**src/hw/rtl/stacked_bar_column_renderer_unit_defines.svh**
```systemverilog
// assertion macros used by the renderer rtl (sbcr_emit)
`ifndef STACKED_BAR_COLUMN_RENDERER_UNIT_DEFINES_SVH
`define STACKED_BAR_COLUMN_RENDERER_UNIT_DEFINES_SVH

`ifndef NO_ASSERTIONS
// same-cycle implication
`define SBCR_ASSERT_IMPL(label, clk, rst_n, ante, cons) \
    label: assert property (@(posedge clk) disable iff (!rst_n) (ante) |-> (cons)) \
        else $error("stacked bar renderer check failed");
// next-cycle implication
`define SBCR_ASSERT_NEXT(label, clk, rst_n, ante, cons) \
    label: assert property (@(posedge clk) disable iff (!rst_n) (ante) |=> (cons)) \
        else $error("stacked bar renderer check failed");
`else
`define SBCR_ASSERT_IMPL(label, clk, rst_n, ante, cons)
`define SBCR_ASSERT_NEXT(label, clk, rst_n, ante, cons)
`endif

`endif

```
**src/hw/rtl/sbcr_pkg.sv**
```systemverilog
package sbcr_pkg;

    localparam int DATA_W    = 24;
    localparam int COL_IN_W  = 2;
    localparam int PIX_W     = 6;
    localparam int MODE_W    = 2;
    localparam int FRAC_BITS = 8;
    localparam int LANES     = 3;
    localparam int DIV_STEPS = 4;
    localparam int S_TDATA_W = 200;
    localparam int M_TDATA_W = 32;

    localparam int LANE_BOTTOM = 0;
    localparam int LANE_MIDDLE = 1;
    localparam int LANE_TOP    = 2;

    localparam logic [MODE_W-1:0] MODE_ZIGZAG_LL = 2'd0;
    localparam logic [MODE_W-1:0] MODE_ZIGZAG_UR = 2'd1;
    localparam logic [MODE_W-1:0] MODE_SINGLE    = 2'd2;
    localparam logic [MODE_W-1:0] MODE_RESET     = MODE_ZIGZAG_UR;

    localparam logic [7:0] CAP_DIM = 8'd245;

    typedef struct packed {
        logic [DATA_W-1:0] cap;
        logic [DATA_W-1:0] upper;
        logic [DATA_W-1:0] middle;
        logic [DATA_W-1:0] bottom;
    } seg_colors_t;

    typedef struct packed {
        logic [COL_IN_W-1:0] column;
        logic                has_cap;
        logic                err;
        logic [LANES-1:0]    neg;
        seg_colors_t         colors;
    } item_info_t;

    function automatic logic [7:0] dim_channel(input logic [7:0] c);
        return (c > CAP_DIM) ? (c - CAP_DIM) : 8'd0;
    endfunction

    function automatic logic [DATA_W-1:0] dim_color(input logic [DATA_W-1:0] c);
        return {dim_channel(c[23:16]), dim_channel(c[15:8]), dim_channel(c[7:0])};
    endfunction

endpackage

```
**src/hw/rtl/sbcr_prep.sv**
```systemverilog
module sbcr_prep #(
    parameter int COLUMNS         = 4,
    parameter int LEDS_PER_COLUMN = 12,
    parameter int AV_W            = 4,
    parameter int FULL_W          = 20,
    parameter int DIV_W           = 28
) (
    input  logic                                          clk,
    input  logic                                          rst_n,
    input  logic                                          in_valid,
    output logic                                          in_ready,
    input  logic [sbcr_pkg::S_TDATA_W-1:0]                in_data,
    output logic                                          out_valid,
    input  logic                                          out_ready,
    output sbcr_pkg::item_info_t                          out_info,
    output logic [FULL_W-1:0]                             out_full,
    output logic [sbcr_pkg::LANES-1:0][DIV_W-1:0]         out_mag
);

    localparam int PROD_W = sbcr_pkg::DATA_W + AV_W;
    localparam int DW     = sbcr_pkg::DATA_W;
    localparam int CW     = sbcr_pkg::COL_IN_W;

    logic                                  valid_reg;
    sbcr_pkg::item_info_t                  info_reg, info_next;
    logic [FULL_W-1:0]                     full_reg, full_next;
    logic [sbcr_pkg::LANES-1:0][DIV_W-1:0] mag_reg, mag_next;

    logic [AV_W-1:0]   avail;
    logic [PROD_W-1:0] full_prod;
    logic [DW-1:0]     val;
    logic [DW-1:0]     mag;
    logic [CW-1:0]     column;

    always_comb
    begin
        column = in_data[CW-1:0];
        info_next.colors.bottom = in_data[CW + 4*DW +: DW];
        info_next.colors.middle = in_data[CW + 5*DW +: DW];
        info_next.colors.upper  = in_data[CW + 6*DW +: DW];
        info_next.colors.cap    = in_data[CW + 7*DW +: DW];
        info_next.has_cap       = (info_next.colors.cap != '0);
        avail = info_next.has_cap ? AV_W'(LEDS_PER_COLUMN - 1) : AV_W'(LEDS_PER_COLUMN);

        // full scale = value_per_led * avail, 8 fractional bits dropped
        full_prod = PROD_W'(in_data[CW + 3*DW +: DW]) * PROD_W'(avail);
        full_next = full_prod[sbcr_pkg::FRAC_BITS +: FULL_W];
        info_next.err = (full_next == '0);

        // columns past the last one are saturated
        if (int'(column) > COLUMNS - 1)
        begin
            info_next.column = CW'(COLUMNS - 1);
        end
        else
        begin
            info_next.column = column;
        end

        // sign and magnitude of value * avail for the dividers
        for (int l = 0; l < sbcr_pkg::LANES; l++)
        begin
            val = in_data[CW + l*DW +: DW];
            info_next.neg[l] = val[DW-1];
            mag = val[DW-1] ? (~val + 1'b1) : val;
            mag_next[l] = DIV_W'(mag) * DIV_W'(avail);
        end
    end

    assign in_ready = !valid_reg || out_ready;

    always_ff @(posedge clk or negedge rst_n)
    begin
        if (!rst_n)
        begin
            valid_reg <= 1'b0;
        end
        else if (in_ready)
        begin
            valid_reg <= in_valid;
        end
    end

    always_ff @(posedge clk)
    begin
        if (in_ready && in_valid)
        begin
            info_reg <= info_next;
            full_reg <= full_next;
            mag_reg  <= mag_next;
        end
    end

    assign out_valid = valid_reg;
    assign out_info  = info_reg;
    assign out_full  = full_reg;
    assign out_mag   = mag_reg;

endmodule

```
**config.mk**
```make
export PLATFORM = sky130hd
export DESIGN_NAME = sbcr_prep
export DESIGN_NICKNAME = d
export VERILOG_FILES = /design/src/hw/rtl/stacked_bar_column_renderer_unit_defines.svh /design/src/hw/rtl/sbcr_pkg.sv /design/src/hw/rtl/sbcr_prep.sv
export SDC_FILE = /design/constraint.sdc
export NUM_CORES = 1
export LEC_CHECK = 0
export ABC_CLOCK_PERIOD_IN_PS = 15100
export BUFFER_PORTS_ARGS = -buffer_cell sky130_fd_sc_hd__buf_2
export CAP_MARGIN = 20
export CORE_MARGIN = 2
export CORE_UTILIZATION = 55
export DETAILED_ROUTE_END_ITERATION = 8
export GPL_TIMING_DRIVEN = 0
export PLACE_DENSITY = 0.84
export SLEW_MARGIN = 20
export SYNTH_ARGS = -nofsm -noshare
export SYNTH_HDL_FRONTEND = slang
export SYNTH_SLANG_ARGS = --single-unit
```
**constraint.sdc**
```tcl
create_clock -name clk -period 15.1 [get_ports clk]
set_clock_uncertainty 0.2 [all_clocks]
set_input_delay 3.02 -clock clk [delete_from_list [all_inputs] [get_ports clk]]
set_output_delay 3.02 -clock clk [all_outputs]
set_load 0.005 [all_outputs]
```
# Word-level counts from Yosys, hierarchy flattened

Index checks and enable logic that the tools add are counted.

Reduce and logical (&&, ||, !) cells: 5
Mux-type cells: 4
Multiply operators: 4
Bitwise operators: 3
Add/subtract/negate cells: 3

Operator list:

| operator                                                        | number |
|---|---|
| 24-bit by 4-bit multiplier with 28-bit output                   | 4 |
| 24-bit by 1-bit adder with 24-bit output, second input constant | 3 |
| 24-bit two-way mux                                              | 3 |
| 24-bit NOT                                                      | 3 |
| 24-bit nonzero test                                             | 1 |
| 20-bit zero test                                                | 1 |
| 3-bit two-way mux                                               | 1 |
| 1-bit logical AND                                               | 1 |
| 1-bit zero test                                                 | 1 |
| 1-bit logical OR                                                | 1 |

Bits in registers: 208
Output and inout bits: 209
Logic and storage cells: 32
Input port bits: 204

# Depth between registers and ports, before layout

Gate-level depths: netlist of run 1.

Depth in word-level cells: 4
Mapped depth: 23
Depth with buffers taken out: 22

# Worst setup path after synthesis of run 1

No wires, ideal clock.

Kind: input -> register
Start point: in out_ready
End point: reg full_reg[0] (netlist: out_full[0]) (enable)
Path buffers: 0
Data required time: 14.306 ns
Library setup time: 0.594 ns
Path slack: 6.400 ns
Arrival time: 7.906 ns
Stages: 2
Path through: nand2b_1 > and2_1

Cells in the longest elaborated chain, start to end: 2

RTL lines:

| item                 | RTL line        | text |
|---|---|---|
| from (decl)          | sbcr_prep.sv:14 | `input logic out_ready,` |
| 1-bit logical OR     | sbcr_prep.sv:70 | `assign in_ready = !valid_reg \|\| out_ready;` |
| 1-bit logical AND    | sbcr_prep.sv:86 | `if (in_ready && in_valid)` |
| to (signal assigned) | sbcr_prep.sv:89 | `full_reg <= full_next;` |
| to (decl)            | sbcr_prep.sv:26 | `logic [FULL_W-1:0] full_reg, full_next;` |

No other way between the ends.
A chain may end at the register's enable or synchronous reset.

==> results of run 1 <==
## worst max-delay path, delay by kind of cell
kind | cells | cell delay (ns)
and+or+nand+nor | 11 | 3.43
adders and majority gates | 3 | 1.39
buffers and inverters | 5 | 1.17
AOI/OAI and AO/OA | 4 | 0.88
## metal layers
metal / wire length, um / track usage
met1: 17900 / 0.329
met2: 23600 / 0.487
met3: 3040 / 0.0392
met4: 2390 / 0.136
met5: 13 / 0
## layout by cell type, fill, tap and decap left out, drive strengths merged, types with 9 or more instances in the layout
cell	n
clkinv	11
or3	19
nand2	218
nor2b	13
o21bai	13
nor2	88
xor2	28
and2	13
o21a	11
ha	125
nand2b	16
fa	175
a21oi	82
clkbuf	47
nand3	10
buf	413
inv	346
nor3	24
edfxtp	207
o41ai	12
or4	16
xnor2	109
and3	9
o31ai	17
o21ai	46
a21o	29
nor4	11
a211oi	10
## cell type report
cell class	instances	area (um^2)
fill	2371	10500
multi-input combinational	1162	10200
sequential	208	6240
timing repair buffer	409	2110
inverter	343	1290
clock buffer	25	604
tap	402	503
clock inverter	19	163
buffer	26	97.6
antenna	5	12.5
## state kept, by name (all words and copies together) (netlist names)
name	flops
out_full	20
out_info	103
out_mag	84
out_valid	1
## worst max-delay path by stage
stage / cells past startpoint / slack (ns) / from / endpoint
after floorplan: 2 / 6.40 / out_ready / out_full[0]
after global placement: 3 / 4.53 / out_ready / out_mag[83]
after detailed placement: 23 / 4.76 / in_data[181] / out_info[99]
after CTS: 23 / 5.22 / in_data[175] / out_info[99]
after global routing: 23 / 4.99 / in_data[175] / out_info[99]
final: 23 / 5.32 / in_data[175] / out_info[99]
## power breakdown
group | switching (mW) | internal, mW
registers | 0.0329 | 0.830
clock network | 0.254 | 0.314
logic | 0.776 | 0.594
## logic make-up (layout without fill, tap and decap cells)
kind of cell             after synthesis  after routing
AND/OR/NAND/NOR                      459            459
buffers and inverters                369            822
adder cells (fa/ha/maj)              300            300
AO/OA/AOI/OAI                        257            257
flip-flops                           208            208
XOR/XNOR                             137            137
multiplexers                           5              5
other                                  2              9
## through the flow
step | power, mW | hold slack, ns
2_1_floorplan | 1.83 | 0.337
3_3_place_gp | 2.18 | 0.311
3_5_place_dp | 2.22 | 0.375
4_1_cts | 2.80 | 0.394
5_1_grt | 3.00 | 0.419
6_report | 2.80 | 0.396
==> results.py, run 1 <==
metrics = {
    "global_routing": {
        "grt_pass1_wl_mm": 73.3,
        "gr-total-overflow": 0,
        "grt_max_degree": 58,
        "grt_usage": 0.275,
        "grt_pass1_vias": 14446,
        "antenna_found_initial": 6,
    },
    "synthesis": {
        "synth_top_area_share": 0.350,
        "synth_edf_count": 207,
        "synth_area_leaders": "edfxtp_1 35%, fa_1 20%, ha_1 8.8%",
        "syn_area_per_cell_um2": 10.2,
        "ys_types": 73,
        "synth_most_common_cell": "inv_1",
        "synthArstFlopShare": 0.00481,
        "synth_top_family_by_area": "adder cells",
        "syn_inst": 1737,
        "syn-cell-area_mm2": 0.0178,
        "synth_compound_area_frac": 0.0942,
        "ys_ff_latch": 208,
        "seq_area_frac_synth": 0.351,
        "yosys-top-cells-count": "342 x inv_1, 218 x nand2_1, 207 x edfxtp_1, 175 x fa_1, 125 x ha_1",
        "synthXorXnorAreaFrac": 0.0675,
        "synthAdderAreaFrac": 0.285,
        "yosys_warnings": 0,
        "synth.largest_area_cell": "edfxtp_1",
        "yosys.area_share.simple": 0.121,
        "synth_ff_type": "edfxtp_1",
        "synth_mux_area_frac": 0.00282,
    },
    "worst_hold_path": {
        "hold_path.startpoint": "out_valid",
        "hold_path_class": "reg -> reg",
        "min_to": "out_valid",
        "min_path_cells": 2,
    },
    "timing": {
        "slew_viol_final": 0,
        "fmax_ghz": 0.102,
        "fin_setup_tns_ns": 0,
        "tightestPinTransition_ns": 0.865,
        "maxSlewHeadroom": 0.408,
        "setup_viol": 0,
        "setup_ws_ns": 5.32,
        "hold_violations": 0,
        "fin_crit_sh": 0.647,
        "period_needed_ns": 9.78,
        "rsz0062_at_grt": "false",
    },
    "critical_path": {
        "worst_setup_path_start_kind": "primary input",
        "critPathMaxFanout": 10,
        "r2r_start": "out_valid",
        "critPathCaptureType": "flip-flop",
        "worstPathRequired_ns": 15.24,
        "r2r_cells": 4,
        "reg2reg_to": "out_mag[79]",
        "critPathMaxStageDelay_ns": 0.53,
        "path_cells": "buf_2, nor4_1, nand4_1, nor2_1, inv_2, clkbuf_1, buf_1, nand2_1, fa_1, fa_1, inv_1, ha_1, nand4_1, a2111oi_2, o21ai_1, a21oi_2, nor2_1, a21boi_1, or4_4, nor3_2, or3b_1, or4_1, nor4_1",
        "cp_data_arrival_time_ns": 9.91,
        "reg2reg_slack_ns": 12.76,
        "crit_slowest_cell": "fa_1",
        "path_class": "in -> reg",
    },
    "power_and_ir_drop": {
        "p_leak_nw": 10.3,
        "cellPowerDensity_mw_per_mm2": 132,
        "ir_drop_v": 0.0000819,
    },
    "finish": {
        "stdcell_count": 2599,
        "drive_above_1_share": 0.212,
        "fin_util": 0.668,
        "areaGrowthSynthToFinish_pct": 19.2,
        "layout.nets": 2678,
        "design_area_mm2": 0.0212,
    },
    "cts": {
        "cts_hold_buffers": 0,
        "post_cts_buffers": 0,
        "cts-htree-levels": 1,
        "cts.clk_slew.worst_paths_ns": 0.06,
        "cts.sinks": 208,
        "insertion_delay_ns": 0.52,
        "cts_root_buf": "clkbuf_16",
        "cts_inserted_buffers": 24,
        "cts_tree": "built",
        "cts_max_path_buffers": 3,
        "cts.repair.resized": 0,
    },
    "outcome": {
        "status": "finished, final reports clean",
    },
    "placed_design": {
        "dp_cells": 2550,
        "dp_slack_ns": 4.76,
        "port_buffers": 406,
        "routabilityCongestion": 0.929,
        "place_area_mm2": 0.0204,
        "dp_hpwl_mm": 38.4,
    },
    "drt": {
        "via_per_inst": 5.42,
        "remaining_drc_errors": 0,
        "wl_mm": 47.0,
        "antenna_left": 0,
        "drt_iter0_drc": 865,
        "drt-pass1-iter-count": 5,
        "post_drt_wl_per_cell_um": 18.1,
        "vias": 14076,
    },
    "floorplan": {
        "row_count": 65,
        "die_y_um": 184,
        "die_area_mm2": 0.0338,
        "core_area_mm2": 0.0317,
        "start_util": 0.560,
        "io_pins": 413,
        "die_x_um": 184,
    },
    "flow_run": {
        "cap_violations": 0,
    },
}
Power figures use the tool's default switching activity.
==> run 2, diff against run 1 <==
ABC_AREA = 1   (was unset)
ABC_CLOCK_PERIOD_IN_PS = 9400   (was 15100)
clock period = 9.4 ns   (was 15.1 ns; I/O delays follow)
==> run 2 against run 1 <==
Against the previous run: clock power rose by 70%; sequential power rose by 61%; combinational power rose by 75%; via count rose by 14%; final area rose by 6.5%; critical endpoint is now out_mag[78]; largest power group unchanged.
==> results.py, run 2 <==
metrics = {
    "floorplan": {
        "io_pins": 413,
        "core_area_mm2": 0.0336,
        "start_util": 0.561,
        "die_y_um": 189,
        "die_area_mm2": 0.0358,
        "die_x_um": 189,
        "row_count": 67,
    },
    "drt": {
        "remaining_drc_errors": 0,
        "post_drt_wl_per_cell_um": 18.0,
        "via_per_inst": 5.30,
        "drt_iter0_drc": 1023,
        "drt-pass1-iter-count": 6,
        "wl_mm": 54.5,
        "antenna_left": 0,
        "vias": 16012,
    },
    "finish": {
        "drive_above_1_share": 0.210,
        "areaGrowthSynthToFinish_pct": 19.5,
        "layout.nets": 3053,
        "largest_register_ffs": 103,
        "fillCellCount": 2646,
        "stdcell_count": 3022,
        "final_cell_mix": "477 x inv_1, 409 x buf_2, 372 x nand2_1, 207 x edfxtp_1, 175 x fa_1",
        "final_common_cell": "inv_1",
    },
    "cts": {
        "cts_tree": "built",
        "post_cts_buffers": 0,
        "cts.repair.resized": 0,
        "cts_hold_buffers": 0,
        "cts-htree-levels": 1,
        "cts_inserted_buffers": 24,
        "insertion_delay_ns": 0.54,
        "cts.sinks": 208,
        "cts_root_buf": "clkbuf_16",
        "cts_max_path_buffers": 3,
        "cts.clk_slew.worst_paths_ns": 0.06,
    },
    "critical_path": {
        "reg2reg_slack_ns": 6.84,
        "cp_data_arrival_time_ns": 7.30,
        "worstPathRequired_ns": 9.49,
        "r2r_start": "out_valid",
        "reg2reg_to": "out_mag[46]",
        "critPathMaxFanout": 10,
        "r2r_cells": 7,
        "critPathCaptureType": "flip-flop",
        "worst_setup_path_start_kind": "primary input",
        "path_class": "in -> reg",
    },
    "global_routing": {
        "gr-total-overflow": 0,
        "antenna_found_initial": 14,
        "grt_max_degree": 28,
        "grt_usage": 0.301,
        "grt_pass1_vias": 16499,
        "grt_pass1_wl_mm": 84.4,
    },
    "timing": {
        "setup_viol": 0,
        "hold_violations": 0,
        "rsz0062_at_grt": "false",
        "fin_crit_sh": 0.767,
        "fmax_ghz": 0.139,
        "tightestPinTransition_ns": 0.904,
        "maxSlewHeadroom": 0.398,
        "slew_viol_final": 0,
        "period_needed_ns": 7.21,
    },
    "synthesis": {
        "ys_types": 48,
        "synth.largest_area_cell": "edfxtp_1",
        "synth_area_leaders": "edfxtp_1 33%, fa_1 19%, inv_1 9.5%",
        "yosys-top-cells-count": "477 x inv_1, 372 x nand2_1, 207 x edfxtp_1, 175 x fa_1, 169 x nor2_1",
        "syn-cell-area_mm2": 0.0189,
        "yosys_warnings": 0,
        "syn_area_per_cell_um2": 8.96,
        "synthArstFlopShare": 0.00481,
        "synth_ff_type": "edfxtp_1",
        "synth_most_common_cell": "inv_1",
        "synth_edf_count": 207,
        "synth_top_area_share": 0.329,
        "seq_area_frac_synth": 0.331,
        "ys_ff_latch": 208,
        "syn_inst": 2106,
    },
    "placed_design": {
        "port_buffers": 406,
        "dp_hpwl_mm": 45.3,
        "dp_cells": 2971,
        "routabilityCongestion": 0.951,
    },
    "worst_hold_path": {
        "min_to": "out_valid",
        "hold_path_class": "reg -> reg",
        "hold_path.startpoint": "out_valid",
        "min_path_cells": 2,
    },
    "power_and_ir_drop": {
        "ir_drop_v": 0.000173,
        "fin_total_pwr_mw": 4.76,
        "cellPowerDensity_mw_per_mm2": 211,
        "p_leak_nw": 11.5,
    },
    "outcome": {
        "status": "finished, final reports clean",
    },
    "flow_run": {
        "cap_violations": 0,
    },
}
[run 2: cell count changes after synthesis, moves of 18 or more]
cell / delta
nand2_1: +154
inv_1: +135
nor2_1: +82
xnor2_1: -75
xor2_1: +72
nand3_1: +41
inv_2: +28
a21o_1: -23
a21oi_1: +21
or3_1: -18
[run 2: worst max-delay path, cell delays in order]
cell      delay, ns
buf_2          0.13
nor2_1         0.14
nand2_1        0.09
nor2_1         0.13
nand3_1        0.14
buf_2          0.24
inv_1          0.17
clkbuf_1       0.62
clkbuf_1       0.52
nand2_1        0.15
fa_1           0.54
inv_1          0.06
fa_1           0.45
ha_1           0.35
nand3_1        0.12
a31oi_1        0.17
nor2_1         0.13
o21ai_1        0.31
a21oi_1        0.16
o21ai_1        0.31
a21oi_1        0.19
o211ai_1       0.20
nand2_1        0.07
[run 2: cell families after synthesis]
group | share of synthesized area
compound gates | 0.0720
fa+ha+maj | 0.269
simple gates | 0.157
other cells | 0.000398
buf+inv | 0.106
flops | 0.331
xor+xnor | 0.0648
[run 2: final cells by class]
| class | instances | area (um^2) | area share |
|---|---|---|---|
| clock inverter | 15 | 168 | 0.00744 |
| timing repair buffer | 415 | 2280 | 0.101 |
| inverter | 506 | 1900 | 0.0842 |
| clock buffer | 26 | 629 | 0.0279 |
| buffer | 26 | 101 | 0.00450 |
| multi-input combinational | 1368 | 10600 | 0.472 |
| tap | 448 | 561 | 0.0249 |
| sequential | 208 | 6240 | 0.277 |
| antenna | 10 | 25.0 | 0.00111 |
[run 2: metrics by stage]
stage / setup TNS [ns] / hold WS, ns / utilization / cell area, um^2 / setup WS, ns
4_1_cts: 0 / 0.516 / 0.670 / 22500 / 2.26
3_5_place_dp: 0 / 0.495 / 0.646 / 21700 / 1.69
3_3_place_gp: -275.39 / 0.421 / 0.639 / 21500 / -1.37
5_1_grt: 0 / 0.561 / 0.671 / 22500 / 1.84
2_1_floorplan: 0 / 0.351 / - / 18900 / 0.776
6_report: 0 / 0.524 / 0.671 / 22500 / 2.19
[run 2: worst max-delay path by stage]
stage	from	endpoint	slack [ns]	depth (start not counted)
final	in_data[183]	out_mag[78]	2.19	23
after global routing	in_data[183]	out_info[99]	1.84	25
after CTS	in_data[191]	out_mag[51]	2.26	24
after detailed placement	in_data[191]	out_mag[51]	1.69	24
after global placement	out_ready	out_mag[45]	-1.37	3
after floorplan	out_ready	out_full[0]	0.78	2
[run 2: layer usage]
| layer | wire length, um | global-route usage | up-vias |
|---|---|---|---|
| met5 | 7 | 0 | - |
| met4 | 3040 | 0.153 | 2 |
| met3 | 3990 | 0.0541 | 141 |
| met1 | 19900 | 0.346 | 7741 |
| met2 | 27600 | 0.538 | 630 |
| li1 | - | - | 7498 |
[run 2: report_power, final]
group | switching, mW | internal (mW) | total [mW]
logic | 1.48 | 0.920 | 2.40
clock network | 0.399 | 0.567 | 0.966
registers | 0.0536 | 1.34 | 1.39
