### config.mk
export PLATFORM = sky130hd
export DESIGN_NAME = sbcr_emit
export DESIGN_NICKNAME = d
export VERILOG_FILES = /design/src/hw/rtl/sbcr_pkg.sv /design/src/hw/rtl/sbcr_emit.sv
export VERILOG_INCLUDE_DIRS = /design/src /design/src/hw/rtl
export SDC_FILE = /design/constraint.sdc
export NUM_CORES = 1
export LEC_CHECK = 0
export BUFFER_PORTS_ARGS = -buffer_cell sky130_fd_sc_hd__buf_2
export CAP_MARGIN = 20
export CORE_MARGIN = 2
export CORE_UTILIZATION = 40
export CTS_BUF_LIST = sky130_fd_sc_hd__clkbuf_16
export DETAILED_ROUTE_END_ITERATION = 7
export PLACE_DENSITY = 0.64
export SYNTH_ARGS = -nofsm -noshare
export SYNTH_HDL_FRONTEND = slang
export SYNTH_SLANG_ARGS = --single-unit
### constraint.sdc
create_clock -name clk -period 11.8 [get_ports clk]
set_input_delay 0 -clock clk [delete_from_list [all_inputs] [get_ports clk]]
set_output_delay 0 -clock clk [all_outputs]
set_load 0.005 [all_outputs]
### src/hw/rtl/stacked_bar_column_renderer_unit_defines.svh
// assertion macros used by the renderer rtl (sbcr_emit)
`ifndef STACKED_BAR_COLUMN_RENDERER_UNIT_DEFINES_SVH
`define STACKED_BAR_COLUMN_RENDERER_UNIT_DEFINES_SVH

`ifndef NO_ASSERTIONS
// same-cycle implication
`define SBCR_ASSERT_IMPL(label, clk, rst_n, ante, cons) \
    label: assert property (@(posedge clk) disable iff (!rst_n) (ante) |-> (cons)) \
        else $error("stacked bar renderer check failed");
// next-cycle implication
`define SBCR_ASSERT_NEXT(label, clk, rst_n, ante, cons) \
    label: assert property (@(posedge clk) disable iff (!rst_n) (ante) |=> (cons)) \
        else $error("stacked bar renderer check failed");
`else
`define SBCR_ASSERT_IMPL(label, clk, rst_n, ante, cons)
`define SBCR_ASSERT_NEXT(label, clk, rst_n, ante, cons)
`endif

`endif

### src/hw/rtl/sbcr_pkg.sv
package sbcr_pkg;

    localparam int DATA_W    = 24;
    localparam int COL_IN_W  = 2;
    localparam int PIX_W     = 6;
    localparam int MODE_W    = 2;
    localparam int FRAC_BITS = 8;
    localparam int LANES     = 3;
    localparam int DIV_STEPS = 4;
    localparam int S_TDATA_W = 200;
    localparam int M_TDATA_W = 32;

    localparam int LANE_BOTTOM = 0;
    localparam int LANE_MIDDLE = 1;
    localparam int LANE_TOP    = 2;

    localparam logic [MODE_W-1:0] MODE_ZIGZAG_LL = 2'd0;
    localparam logic [MODE_W-1:0] MODE_ZIGZAG_UR = 2'd1;
    localparam logic [MODE_W-1:0] MODE_SINGLE    = 2'd2;
    localparam logic [MODE_W-1:0] MODE_RESET     = MODE_ZIGZAG_UR;

    localparam logic [7:0] CAP_DIM = 8'd245;

    typedef struct packed {
        logic [DATA_W-1:0] cap;
        logic [DATA_W-1:0] upper;
        logic [DATA_W-1:0] middle;
        logic [DATA_W-1:0] bottom;
    } seg_colors_t;

    typedef struct packed {
        logic [COL_IN_W-1:0] column;
        logic                has_cap;
        logic                err;
        logic [LANES-1:0]    neg;
        seg_colors_t         colors;
    } item_info_t;

    function automatic logic [7:0] dim_channel(input logic [7:0] c);
        return (c > CAP_DIM) ? (c - CAP_DIM) : 8'd0;
    endfunction

    function automatic logic [DATA_W-1:0] dim_color(input logic [DATA_W-1:0] c);
        return {dim_channel(c[23:16]), dim_channel(c[15:8]), dim_channel(c[7:0])};
    endfunction

endpackage

### src/hw/rtl/sbcr_emit.sv
`include "stacked_bar_column_renderer_unit_defines.svh"

module sbcr_emit #(
    parameter int COLUMNS         = 4,
    parameter int LEDS_PER_COLUMN = 12,
    parameter int DIV_W           = 28
) (
    input  logic                                  clk,
    input  logic                                  rst_n,
    input  logic [sbcr_pkg::MODE_W-1:0]           layout_mode,
    input  logic                                  in_valid,
    output logic                                  in_ready,
    input  sbcr_pkg::item_info_t                  in_info,
    input  logic [sbcr_pkg::LANES-1:0][DIV_W-1:0] in_quo,
    output logic                                  out_valid,
    input  logic                                  out_ready,
    output logic [sbcr_pkg::PIX_W-1:0]            out_index,
    output logic [sbcr_pkg::DATA_W-1:0]           out_color,
    output logic                                  out_last,
    output logic                                  out_err
);

    localparam int SUM_W = DIV_W + 3;
    localparam int RW    = $clog2(LEDS_PER_COLUMN);
    localparam int IDX_W = RW + 5;

    // combine stage: signed counts accumulated bottom to top
    logic                                  comb_valid_reg;
    sbcr_pkg::item_info_t                  comb_info_reg;
    logic [sbcr_pkg::LANES-1:0][SUM_W-1:0] comb_cnt_reg, comb_cnt_next;
    logic                                  comb_ready;

    // hold stage: item being walked row by row
    logic                                  hold_valid_reg;
    sbcr_pkg::item_info_t                  hold_info_reg;
    logic [sbcr_pkg::LANES-1:0][SUM_W-1:0] hold_cnt_reg;
    logic [RW-1:0]                         row_reg;
    logic                                  hold_ready;
    logic                                  emit;
    logic                                  last_row;

    // output register
    logic                                  out_valid_reg;
    logic [sbcr_pkg::PIX_W-1:0]            out_index_reg, out_index_next;
    logic [sbcr_pkg::DATA_W-1:0]           out_color_reg, out_color_next;
    logic                                  out_last_reg;
    logic                                  out_err_reg;

    logic [SUM_W-1:0] q_ext;
    logic [SUM_W-1:0] q_sgn;
    logic [SUM_W-1:0] row_ext;
    logic [RW-1:0]    row_flip;
    logic [IDX_W-1:0] base;
    logic [IDX_W-1:0] col_x;
    logic [IDX_W-1:0] col_mir;
    logic [IDX_W-1:0] idx;

    always_comb
    begin
        for (int l = 0; l < sbcr_pkg::LANES; l++)
        begin
            q_ext = {3'b000, in_quo[l]};
            q_sgn = in_info.neg[l] ? (~q_ext + 1'b1) : q_ext;
            if (l == sbcr_pkg::LANE_BOTTOM)
            begin
                comb_cnt_next[l] = q_sgn;
            end
            else
            begin
                comb_cnt_next[l] = q_sgn + comb_cnt_next[l-1];
            end
        end
    end

    assign comb_ready = !comb_valid_reg || hold_ready;
    assign in_ready   = comb_ready;

    always_ff @(posedge clk or negedge rst_n)
    begin
        if (!rst_n)
        begin
            comb_valid_reg <= 1'b0;
        end
        else if (comb_ready)
        begin
            comb_valid_reg <= in_valid;
        end
    end

    always_ff @(posedge clk)
    begin
        if (comb_ready && in_valid)
        begin
            comb_info_reg <= in_info;
            comb_cnt_reg  <= comb_cnt_next;
        end
    end

    assign last_row   = (row_reg == RW'(LEDS_PER_COLUMN - 1));
    assign emit       = hold_valid_reg && (!out_valid_reg || out_ready);
    assign hold_ready = !hold_valid_reg || (emit && last_row);

    // pixel color and mapped position for the current row
    always_comb
    begin
        row_ext = SUM_W'(row_reg);
        if (hold_info_reg.err)
        begin
            out_color_next = '0;
        end
        else if (hold_info_reg.has_cap && last_row)
        begin
            out_color_next = sbcr_pkg::dim_color(hold_info_reg.colors.cap);
        end
        else if ($signed(row_ext) < $signed(hold_cnt_reg[sbcr_pkg::LANE_BOTTOM]))
        begin
            out_color_next = hold_info_reg.colors.bottom;
        end
        else if ($signed(row_ext) < $signed(hold_cnt_reg[sbcr_pkg::LANE_MIDDLE]))
        begin
            out_color_next = hold_info_reg.colors.middle;
        end
        else if ($signed(row_ext) < $signed(hold_cnt_reg[sbcr_pkg::LANE_TOP]))
        begin
            out_color_next = hold_info_reg.colors.upper;
        end
        else
        begin
            out_color_next = '0;
        end

        row_flip = RW'(LEDS_PER_COLUMN - 1) - row_reg;
        col_x    = IDX_W'(hold_info_reg.column);
        col_mir  = IDX_W'(COLUMNS - 1) - col_x;
        case (layout_mode)
            sbcr_pkg::MODE_ZIGZAG_LL:
            begin
                base = IDX_W'(row_reg) * IDX_W'(COLUMNS);
                idx  = row_reg[0] ? (base + col_mir) : (base + col_x);
            end
            sbcr_pkg::MODE_ZIGZAG_UR:
            begin
                base = IDX_W'(row_flip) * IDX_W'(COLUMNS);
                idx  = row_flip[0] ? (base + col_x) : (base + col_mir);
            end
            default:
            begin
                // single column, also the unused mode code
                base = '0;
                idx  = IDX_W'(row_reg);
            end
        endcase
        out_index_next = idx[sbcr_pkg::PIX_W-1:0];
    end

    always_ff @(posedge clk or negedge rst_n)
    begin
        if (!rst_n)
        begin
            hold_valid_reg <= 1'b0;
            row_reg        <= '0;
            out_valid_reg  <= 1'b0;
        end
        else
        begin
            if (hold_ready)
            begin
                hold_valid_reg <= comb_valid_reg;
            end
            if (emit)
            begin
                row_reg <= last_row ? '0 : (row_reg + 1'b1);
            end
            if (emit)
            begin
                out_valid_reg <= 1'b1;
            end
            else if (out_ready)
            begin
                out_valid_reg <= 1'b0;
            end
        end
    end

    always_ff @(posedge clk)
    begin
        if (hold_ready && comb_valid_reg)
        begin
            hold_info_reg <= comb_info_reg;
            hold_cnt_reg  <= comb_cnt_reg;
        end
        if (emit)
        begin
            out_index_reg <= out_index_next;
            out_color_reg <= out_color_next;
            out_last_reg  <= last_row;
            out_err_reg   <= hold_info_reg.err;
        end
    end

    assign out_valid = out_valid_reg;
    assign out_index = out_index_reg;
    assign out_color = out_color_reg;
    assign out_last  = out_last_reg;
    assign out_err   = out_err_reg;

    `SBCR_ASSERT_IMPL(a_err_black, clk, rst_n, out_valid_reg && out_err_reg, out_color_reg == '0)
    `SBCR_ASSERT_IMPL(a_row_range, clk, rst_n, hold_valid_reg, row_reg <= RW'(LEDS_PER_COLUMN - 1))
    `SBCR_ASSERT_NEXT(a_no_gap, clk, rst_n, out_valid_reg && out_ready && !out_last_reg, out_valid_reg)
    `SBCR_ASSERT_NEXT(a_row_hold, clk, rst_n, out_valid_reg && !out_ready, $stable(row_reg))

endmodule

# Yosys cells after proc, flatten, opt, wreduce, memory -nomap -nowiden
# Index checks and enable logic that the tools add are counted.
[op_classes] bitwise_logic=3 reduce_logical=13 order_cmp=6 mux=16 addsub=15 n_eq_ne=2
[ops] cell="$mux 24" count=4
[ops] cell="$add 31x1->31 const B" count=3
[ops] cell="$lt 5x31->1" count=3
[ops] cell="$mux 31" count=3
[ops] cell="$not 28->31" count=3
[ops] cell="$add 31x31->31" count=2
[ops] cell="$gt 8x8->1 const B" count=3
[ops] cell="$mux 8" count=3
[ops] cell="$sub 8x8->8 const B" count=3
[ops] cell="$add 6x2->6" count=2
[ops] cell="$add 6x3->6" count=2
[ops] cell="$mux 6" count=2
[ops] cell="$pmux 6 s2" count=1
[ops] cell="$logic_and 1x1->1" count=5
[ops] cell="$add 4x1->4 const B" count=1
[ops] cell="$eq 4x4->1 const B" count=1
[ops] cell="$mux 4" count=1
[ops] cell="$sub 4x4->4 const A" count=1
[ops] cell="$logic_not 1->1" count=3
[ops] cell="$logic_or 1x1->1" count=3
[ops] cell="$sub 2x2->3 const A" count=1
[ops] cell="$eq 2x1->1 const B" count=1
[ops] cell="$logic_not 2->1" count=1
[ops] cell="$mux 1" count=2
[ops] cell="$reduce_bool 2->1" count=1
[totals] elab_cells=83 input_bits=193 output_inout_bits=34 register_bits=425

# Depth between registers and ports, before layout
# Gate-level depths: netlist of the first run.
[depth] word_depth=7 depth_mapped=28 depth_no_buf=27

# Least setup slack after synthesis of the first run
# No wires, ideal clock.
[synth_timing] kind="register to register" start="register row_reg[2]" end="register comb_cnt_reg[0] (netlist bit) (enable)" setup_slack_ns=5.751 t_arrival_ns=5.473 stages_incl_launch_ff=6 t_required_ns=11.224 setup_time_ns=0.576 cell_sequence="dfrtp_1 -> inv_1 -> ha_1 -> nand2_1 -> o211ai_1 -> and2_1"
[synth_between] elab_chain_len=5
[synth_rtl] item="start, declared" line="sbcr_emit.sv:37" text="logic [RW-1:0] row_reg;"
[synth_rtl] item="start signal, assigned" line="sbcr_emit.sv:172" text="row_reg <= last_row ? '0 : (row_reg + 1'b1);"
[synth_rtl] item="$eq 4x4->1" line="sbcr_emit.sv:99" text="assign last_row = (row_reg == RW'(LEDS_PER_COLUMN - 1));"
[synth_rtl] item="$logic_and 1x1->1" line="sbcr_emit.sv:101" text="assign hold_ready = !hold_valid_reg || (emit && last_row);"
[synth_rtl] item="$logic_or 1x1->1" line="sbcr_emit.sv:101"
[synth_rtl] item="$logic_or 1x1->1" line="sbcr_emit.sv:75" text="assign comb_ready = !comb_valid_reg || hold_ready;"
[synth_rtl] item="via in_ready" line="sbcr_emit.sv:12" text="output logic in_ready,"
[synth_rtl] item="$logic_and 1x1->1" line="sbcr_emit.sv:92" text="if (comb_ready && in_valid)"
[synth_rtl] item="end signal, assigned" line="sbcr_emit.sv:95" text="comb_cnt_reg <= comb_cnt_next;"
[synth_rtl] item="end, declared" line="sbcr_emit.sv:30" text="logic [sbcr_pkg::LANES-1:0][SUM_W-1:0] comb_cnt_reg, comb_cnt_next;"
# The timed path passes the listed nets, and every way through them passes these cells.
# A chain may end at the register's enable or synchronous reset.

==> impl_metrics.ini, run 1 <==
[run_status]
outcome = completed

[grt]
gr-usage-all-layers = 0.182
grt_pass1_wl_um = 71600
grt-ovfl-total = 0
grt_max_degree = 77
grt_pass1_vias = 13177
grt_antenna_before_repair = 10

[logic_synthesis]
ys_types = 89
ys_top_cells_by_area = edfxtp_1 (64%), ha_1 (4.9%), xnor2_1 (4.8%), a21oi_1 (2.1%), xor2_1 (2.0%)
syn_inst = 1436
ys_ff_latch = 425
synth_edf_count = 418
synth_fp_nets = 1708
ys_warn_count = 0
async_reset_ff_frac = 0.0165
syn_area_per_cell_sq_um = 13.7
synth_largest_area_cell = edfxtp_1
synthFlopType = edfxtp_1
seq_area_frac_synth = 0.646
yosys.area.top_type_share = 0.637
syn_area_sq_um = 19700

[placement]
routabilityCongestion = 0.901
dp_hpwl_um = 33200
dpl_cell_area_sq_um = 21600
portBuffers = 226

[worst_setup_path]
path_max_fanout = 6
r2r_end = comb_cnt_reg[57]$_DFFE_PP_
path_class = in2reg
ff2ff_path_depth = 6
crit_cells = 29
r2r_setup_slack_ps = 8190
endpoint_kind = flop
crit_slowest_cell = or4b_1
cp.arrival_ps = 6380
cp.required_ps = 12100
critical-path-max-stage-delay_ps = 590
cp_num_buf_inv = 3
cp-start-kind = input port
cp_top_family = compound AO/OA/AOI/OAI gates
rr_startpoint = row_reg[0]$_DFFE_PN0P_

[sta]
max-slew-margin-rel = 0.338
min_period_ps = 6090
fin_tns_setup_ps = 0
finalHoldViolations = 0
rsz0062_at_grt = false
setup_violations = 0
fin_skew_ps = 21.0
whs_ps = 52.8
timing.final.crit_share = 0.516
fmax_ghz = 0.164
worstMarginPinSlew_ps = 992
slew_viol_final = 0

[detailed_routing]
wl_um = 46800
drtIter0Drc = 866
ant_nets = 0
drc = 0
routed_via_density = 5.19
vias = 13119
wl_per_cell_um = 18.5
firstDrtPassIters = 6

[floorplanning]
dieHeight_um = 226
io_pins = 227
num_rows = 81
dieArea_sq_um = 51100
core_area_sq_um = 48700
initial_core_util = 0.404
die_w_um = 226

[clocking]
htreeDepth = 2
postCtsSetupRepairBufs = 0
clkTransAtPathRegs_ps = 60
cts-root-buf = clkbuf_16
cts_tree = done
clkSinkCount = 425
clk_path_buf_depth = 3
cts_buffers = 45
clkLatencyLatePin_ps = 560
ctsResizeCount = 0

[pwr]
finalPower_w = 0.00457
p_per_area_nw_per_um2 = 187
vdd_drop_max_mv = 0.0979
power_leakage_nw = 8.95

[finish]
final_util = 0.501
fin_area_sq_um = 24400
nNetsFinal = 2092
area_delta_synth_final_pct = 24.0
mostFrequentLayoutCells = edfxtp_1 (418), buf_2 (226), dlygate4sd3_1 (134), xnor2_1 (109), nor2_1 (84)
drive_gt1_frac = 0.193
final_common_cell = edfxtp_1
largest_reg_flops = 100

[min_path]
whs_path_depth = 5
whs_endpoint = comb_cnt_reg[20]$_DFFE_PP_
hold_start = in_quo[19]
hp-class = in2reg

[flow_run]
max_cap_viol_count = 0
==> kinds of logic after synthesis <==
logic type / share of synthesized area
flops: 0.646
mux: 0.00216
simple gates: 0.0893
buf+inv: 0.0171
fa+ha+maj: 0.0519
compound gates: 0.120
xor+xnor: 0.0736
==> power by group <==
part           internal (W)  leakage [nW]  switching [W]
sequential          0.00201          3.90      0.0000786
clock              0.000799         0.719       0.000577
combinational      0.000442          4.33       0.000666
==> what timing repair did <==
action,CTS,global route
endpoints found under the hold margin,144,0
hold buffers,134,0
endpoints found under the setup margin,0,0
==> tightest hold or removal path: stages <==
cell     delay, ps
buf_2           90
inv_1           50
nand2_1         90
o41ai_1        120
xnor2_1        160
==> Yosys cell counts (all sizes together) (18+ instances only) <==
cell,count
a21o,30
a21oi,83
a22oi,24
clkbuf,25
edfxtp,418
ha,77
inv,54
nand2,67
nor2,86
nor3,34
nor4,28
o21ai,64
o22ai,18
o31ai,22
or2,18
xnor2,109
xor2,47
==> how the worst max path moves through the flow <==
stage	from	endpoint	slack, ps
finish	in_quo[28]	comb_cnt_reg[90]$_DFFE_PP_	5710
global route	in_quo[5]	comb_cnt_reg[90]$_DFFE_PP_	5170
CTS	in_quo[28]	comb_cnt_reg[90]$_DFFE_PP_	5780
detailed placement	in_quo[29]	comb_cnt_reg[90]$_DFFE_PP_	5770
global placement	in_quo[28]	comb_cnt_reg[90]$_DFFE_PP_	5830
floorplan	row_reg[2]$_DFFE_PN0P_	comb_cnt_reg[0]$_DFFE_PP_	5750
==> metrics by stage <==
stage                     setup WS [ps]  std cells
final                              5710       2526
after global routing               5170       2526
after detailed placement           5770       2303
after CTS                          5780       2520
after global placement             5830       2303
after floorplan                    5750       1436
==> per-layer routing <==
layer / GRT usage / vias up / part of all wire
met2: 0.316 / 392 / 0.48
met3: 0.0388 / 89 / 0.065
li1: - / 6284 / -
met1: 0.223 / 6346 / 0.42
met4: 0.0664 / 8 / 0.029
met5: 0 / - / 0.0012
==> final cells by class <==
cell class	count	area [sq um]
clock inverter	37	307
sequential	425	12700
timing repair buffer	369	2540
antenna	6	15.0
fill	4053	24300
tap	664	831
inverter	54	203
multi-input combinational	925	6670
clock buffer	46	1150
Power figures use the tool's default switching activity.
==> run 2, diff against run 1 <==
==> constraint.sdc (replaced) <==
create_clock -name clk -period 5.9 [get_ports clk]
set_input_delay 0 -clock clk [delete_from_list [all_inputs] [get_ports clk]]
set_output_delay 0 -clock clk [all_outputs]
set_load 0.005 [all_outputs]
==> run 2 against run 1 <==
  * Sequential share of layout area shrank 0.50 points
  * Critical path depth shrank 1
  * Non-clock buffer count grew 15
  * Global-route usage shrank 0.069 points
  * Critical path type unchanged
  * Via count grew 0.42%
  * Routed wire length shrank 0.63%
  * Combinational power grew 110%
  * Flip-flop and latch count is the same
  * Cell area grew 0.97%
  * Clock power grew 110%
  * First-iteration DRC count grew 8.9%
  * Worst setup slack lost 5400 ps
==> impl_metrics.ini, run 2 (synthesis results as in run 1) <==
[run_status]
outcome = completed

[worst_setup_path]
cp_num_buf_inv = 3
critical-path-max-stage-delay_ps = 530
crit_slowest_cell = dlygate4sd3_1
endpoint_kind = flop
cp-start-kind = input port
crit_cells = 28
path_max_fanout = 5
cp.required_ps = 6190
critPathLaunch = in_quo[28]
cp.arrival_ps = 5880
worstSetupEndpoint = comb_cnt_reg[92]$_DFFE_PP_
cp_top_family = compound AO/OA/AOI/OAI gates
r2r_end = out_color[21]$_SDFFCE_PP0P_
r2r_setup_slack_ps = 2550
path_class = in2reg
rr_startpoint = row_reg[1]$_DFFE_PN0P_
ff2ff_path_depth = 13

[placement]
routabilityCongestion = 0.890
dpl_cell_area_sq_um = 21700
portBuffers = 226
place_inst = 2312
dp_hpwl_um = 33100

[sta]
fmax_ghz = 0.179
setup_violations = 0
finalHoldViolations = 0
rsz0062_at_grt = true
worstMarginPinSlew_ps = 900
fin_skew_ps = 17.7
max-slew-margin-rel = 0.400
fin_tns_setup_ps = 0
timing.final.crit_share = 0.947
min_period_ps = 5590
slew_viol_final = 0

[detailed_routing]
routed_via_density = 5.19
wl_um = 46500
vias = 13174
ant_nets = 0
wl_per_cell_um = 18.3
drc = 0
firstDrtPassIters = 5
drtIter0Drc = 943

[flow_run]
max_cap_viol_count = 0

[grt]
top_usage_layer = met2
grt_max_degree = 99
gr-usage-all-layers = 0.181
grt-ovfl-total = 0
grt_pass1_wl_um = 71500
use_met2 = 0.308
grt_antenna_before_repair = 4
grt_pass1_vias = 13244
grt.met1_usage = 0.233
use_met3 = 0.0310

[finish]
fin_cells = 2537
largest_reg_flops = 100
area_delta_synth_final_pct = 25.2
fin_area_sq_um = 24700
nNetsFinal = 2108
drive_gt1_frac = 0.203
final_common_cell = edfxtp_1
fillers = 4065
mostFrequentLayoutCells = edfxtp_1 (418), buf_2 (226), dlygate4sd3_1 (137), xnor2_1 (109), nor2_1 (84)
final_util = 0.506

[clocking]
htreeDepth = 2
clkSinkCount = 425
cts_tree = done
cts-root-buf = clkbuf_16
clkLatencyLatePin_ps = 560
cts_buffers = 46
clkTransAtPathRegs_ps = 60
clk_path_buf_depth = 3

[floorplanning]
dieHeight_um = 226
core_area_sq_um = 48700
io_pins = 227
dieArea_sq_um = 51100
num_rows = 81
die_w_um = 226
initial_core_util = 0.404

[pwr]
p_per_area_nw_per_um2 = 377
finalPower_w = 0.00931
power_leakage_nw = 9.08
vdd_drop_max_mv = 0.185

[min_path]
hold_start = in_quo[1]
hp-class = in2reg
run 2: changes by cell type in the layout (fill, tap and decap cells not counted), sizes merged:
| cell | before | now |
|---|---|---|
| buf | 235 | 247 |
| clkinv | 18 | 13 |
| diode | 6 | 1 |
| inv | 61 | 66 |
| dlygate4sd3 | 134 | 137 |
| bufinv | 4 | 6 |
| clkinvlp | 8 | 7 |
run 2: worst min-delay path by stage:
| stage | slack [ps] | cells past startpoint | to |
|---|---|---|---|
| floorplan | -300 | 0 | comb_valid_reg$_DFFE_PN0N_ |
| global placement | -160 | 1 | comb_valid_reg$_DFFE_PN0N_ |
| detailed placement | -160 | 1 | comb_valid_reg$_DFFE_PN0N_ |
| CTS | 6 | 3 | comb_cnt_reg[14]$_DFFE_PP_ |
| global route | 50 | 3 | comb_cnt_reg[1]$_DFFE_PP_ |
| finish | 40 | 3 | comb_cnt_reg[1]$_DFFE_PP_ |
run 2: cell type report:
type,instances,area (sq um),area share
antenna,1,2.50,0.000101
clock buffer,46,1150,0.0466
clock inverter,38,364,0.0148
inverter,54,203,0.00821
multi-input combinational,925,6720,0.272
sequential,425,12700,0.516
tap,664,831,0.0337
timing repair buffer,384,2690,0.109
run 2: power breakdown:
group | internal [W] | switching (W) | total (W)
clock network | 0.00169 | 0.00117 | 0.00286
logic | 0.000927 | 0.00135 | 0.00228
registers | 0.00402 | 0.000154 | 0.00417
total | 0.00664 | 0.00267 | 0.00931
run 2: through the flow:
step	hold slack [ps]	setup slack [ps]
2_1_floorplan	-296	620
3_5_place_dp	-156	182
5_1_grt	47.2	-31.1
4_1_cts	5.54	193
6_report	36.5	311
3_3_place_gp	-158	203
run 2: timing repair:
item / CTS / global route
resized for setup: 0 / 15
setup buffers: 0 / 3
hold buffers: 137 / 0
endpoints found under the hold margin: 144 / 0
endpoints found under the setup margin: 0 / 6
run 2: worst register-to-register path, cell delays in order (launching register included):
cell	delay, ps
dfrtp_1	560
ha_1	310
a21o_1	150
a21o_1	170
a21oi_1	270
nor3_1	110
nor2_2	80
buf_4	370
nor3_2	80
buf_4	270
a22oi_1	240
nor2_1	70
a21oi_1	240
o21ai_0	130
run 2: metal layers:
| metal | routed length [um] | vias up |
|---|---|---|
| li1 | - | 6329 |
| met2 | 22100 | 441 |
| met3 | 2830 | 91 |
| met1 | 20100 | 6307 |
| met4 | 1420 | 6 |
| met5 | 43 | - |
==> run 3, diff against run 2 <==
--- a/config.mk
+++ b/config.mk
@@ -6,6 +6,7 @@
 export SDC_FILE = /design/constraint.sdc
 export NUM_CORES = 1
 export LEC_CHECK = 0
+export ABC_AREA = 1
 export BUFFER_PORTS_ARGS = -buffer_cell sky130_fd_sc_hd__buf_2
 export CAP_MARGIN = 20
 export CORE_MARGIN = 2
==> run 3 against run 2 <==
  * Flip-flop and latch count did not move
  * Critical path depth rose by 1
  * Fmax rose by 18%
  * Largest power group unchanged
  * Highest routed layer unchanged
==> impl_metrics.ini, run 3 <==
[sta]
min_period_ps = 4750
slew_viol_final = 0
worstMarginPinSlew_ps = 1050
fin_tns_setup_ps = 0
rsz0062_at_grt = false
fmax_ghz = 0.211
finalHoldViolations = 0
fin_skew_ps = 30.7
max-slew-margin-rel = 0.300
setup_violations = 0
timing.final.crit_share = 0.805
finalWorstSetupSlack_ps = 1150

[clocking]
cts-root-buf = clkbuf_16
clkSinkCount = 425
htreeDepth = 2
hold_buffers = 140
ctsResizeCount = 0
cts_buffers = 45
clkLatencyLatePin_ps = 580
clkTransAtPathRegs_ps = 60
cts_tree = done
postCtsSetupRepairBufs = 0
clk_path_buf_depth = 3

[logic_synthesis]
synth_largest_area_cell = edfxtp_1
syn_area_per_cell_sq_um = 11.1
yosys.area.top_type_share = 0.613
seq_area_frac_synth = 0.621
ys_ff_latch = 425
ys_top_cells_by_area = edfxtp_1 (61%), nand2_1 (6.7%), ha_1 (4.7%), xor2_1 (3.3%), inv_1 (3.2%)
ys_warn_count = 0
syn_inst = 1843
ys_types = 53
syn_area_sq_um = 20500
synth_edf_count = 418
synth_most_common_cell = edfxtp_1
async_reset_ff_frac = 0.0165
synthFlopType = edfxtp_1
synthTopCellsByCount = edfxtp_1 (418), nand2_1 (368), inv_1 (175)
synth_fp_nets = 2115

[grt]
gr-usage-all-layers = 0.190
grt_max_degree = 101
grt-ovfl-total = 0
grt_pass1_vias = 14640
grt_antenna_before_repair = 2
grt_pass1_wl_um = 78700

[flow_run]
max_cap_viol_count = 0

[pwr]
p_clk_frac = 0.347
p_per_area_nw_per_um2 = 326
swShare = 0.283
seq_power_share = 0.442
power_leakage_nw = 10.3
p_switching_w = 0.00234
internal_power_w = 0.00592
vdd_drop_max_mv = 0.201
power_frac_comb = 0.212

[finish]
fin_area_sq_um = 25400
mostFrequentLayoutCells = edfxtp_1 (418), nand2_1 (368), buf_2 (226), inv_1 (179), dlygate4sd3_1 (140)
fillers = 4398
final_util = 0.504
largest_reg_flops = 100
drive_gt1_frac = 0.191
final_common_cell = edfxtp_1
nNetsFinal = 2514
area_delta_synth_final_pct = 24.0

[floorplanning]
io_pins = 227
dieHeight_um = 230
dieArea_sq_um = 53000
core_area_sq_um = 50400
initial_core_util = 0.407
num_rows = 82
die_w_um = 230

[placement]
dpl_cell_area_sq_um = 22500
dp_hpwl_um = 37200
pre_cts_ws_ps = 1110
portBuffers = 226
routabilityCongestion = 0.874

[detailed_routing]
vias = 14598
ant_nets = 0
wl_per_cell_um = 17.1
wl_um = 50400
drtIter0Drc = 842
routed_via_density = 4.95
firstDrtPassIters = 4
drc = 0

[worst_setup_path]
path_max_fanout = 5
r2r_setup_slack_ps = 2240
path_class = in2reg
cp.required_ps = 6210
r2r_end = out_color[5]$_SDFFCE_PP0P_
rr_startpoint = row_reg[1]$_DFFE_PN0P_
endpoint_kind = flop
cp-start-kind = input port
ff2ff_path_depth = 13
crit_slowest_cell = fa_1
critical-path-max-stage-delay_ps = 530
cp.arrival_ps = 5060

[run_status]
outcome = completed

[min_path]
whs_endpoint = comb_cnt_reg[8]$_DFFE_PP_
whs_path_depth = 5
hp-class = in2reg
hold_start = in_info[96]
==> run 3: metal layers <==
metal / vias up / wire length [um] / track usage / share of wire
met5: - / 30 / 0 / 0.00060
met1: 6891 / 22100 / 0.244 / 0.44
met4: 4 / 1170 / 0.0518 / 0.023
met2: 412 / 24300 / 0.328 / 0.48
met3: 75 / 2840 / 0.0362 / 0.056
li1: 7216 / - / - / -
==> run 3: critical path, delay by kind of cell <==
kind	cells	cell delay, ps
AO/OA/AOI/OAI	8	1640
AND/OR/NAND/NOR	14	1280
adder cells (fa/ha/maj)	3	1210
buffers and inverters	3	740
XOR/XNOR	1	160
==> run 3: kinds of logic (layout without fill, tap and decap cells) <==
logic type / Yosys count / count (layout) / share of synthesized area
AO/OA/AOI/OAI: 215 / 215 / 0.0594
XOR/XNOR: 109 / 109 / 0.0470
buffers and inverters: 212 / 647 / 0.0394
other: 0 / 2 / 0
AND/OR/NAND/NOR: 803 / 803 / 0.184
flip-flops: 425 / 425 / 0.621
adder cells (fa/ha/maj): 79 / 79 / 0.0490
==> run 3: layout make-up <==
cell class,instances,area [sq um],share of cell area
Antenna cell,2,5.00,0.000197
Clock buffer,46,1150,0.0453
Clock inverter,37,362,0.0142
Inverter,187,702,0.0276
Multi-Input combinational cell,1206,6970,0.274
Sequential cell,425,12700,0.501
Tap cell,672,841,0.0331
Timing Repair Buffer,377,2640,0.104
==> run 3: power by group through the flow <==
stage / Sequential, W / Combinational (W) / Clock [W]
floorplan: 0.00370 / 0.00117 / 0
global placement: 0.00371 / 0.00163 / 0
detailed placement: 0.00372 / 0.00166 / 0
CTS: 0.00365 / 0.00175 / 0.00294
global route: 0.00366 / 0.00198 / 0.00306
finish: 0.00365 / 0.00175 / 0.00287
==> run 3: how the worst max path moves through the flow <==
| stage | from | endpoint | slack (ps) | depth (start not counted) |
|---|---|---|---|---|
| 5_1_grt | in_quo[0] | comb_cnt_reg[89]$_DFFE_PP_ | 670 | 29 |
| 3_3_place_gp | in_quo[0] | comb_cnt_reg[89]$_DFFE_PP_ | 1220 | 28 |
| 2_1_floorplan | row_reg[2]$_DFFE_PN0P_ | comb_cnt_reg[0]$_DFFE_PP_ | 1530 | 8 |
| 6_report | in_quo[0] | comb_cnt_reg[89]$_DFFE_PP_ | 1150 | 29 |
| 4_1_cts | in_quo[0] | comb_cnt_reg[89]$_DFFE_PP_ | 1190 | 27 |
| 3_5_place_dp | in_info[96] | comb_cnt_reg[89]$_DFFE_PP_ | 1110 | 24 |
==> run 3: per-stage QoR <==
stage	std cells	power (W)	hold WS [ps]
2_1_floorplan	1843	0.00487	-296
3_3_place_gp	2727	0.00534	-160
3_5_place_dp	2727	0.00538	-152
4_1_cts	2950	0.00835	33.3
5_1_grt	2950	0.00870	73.0
6_report	2952	0.00827	72.9
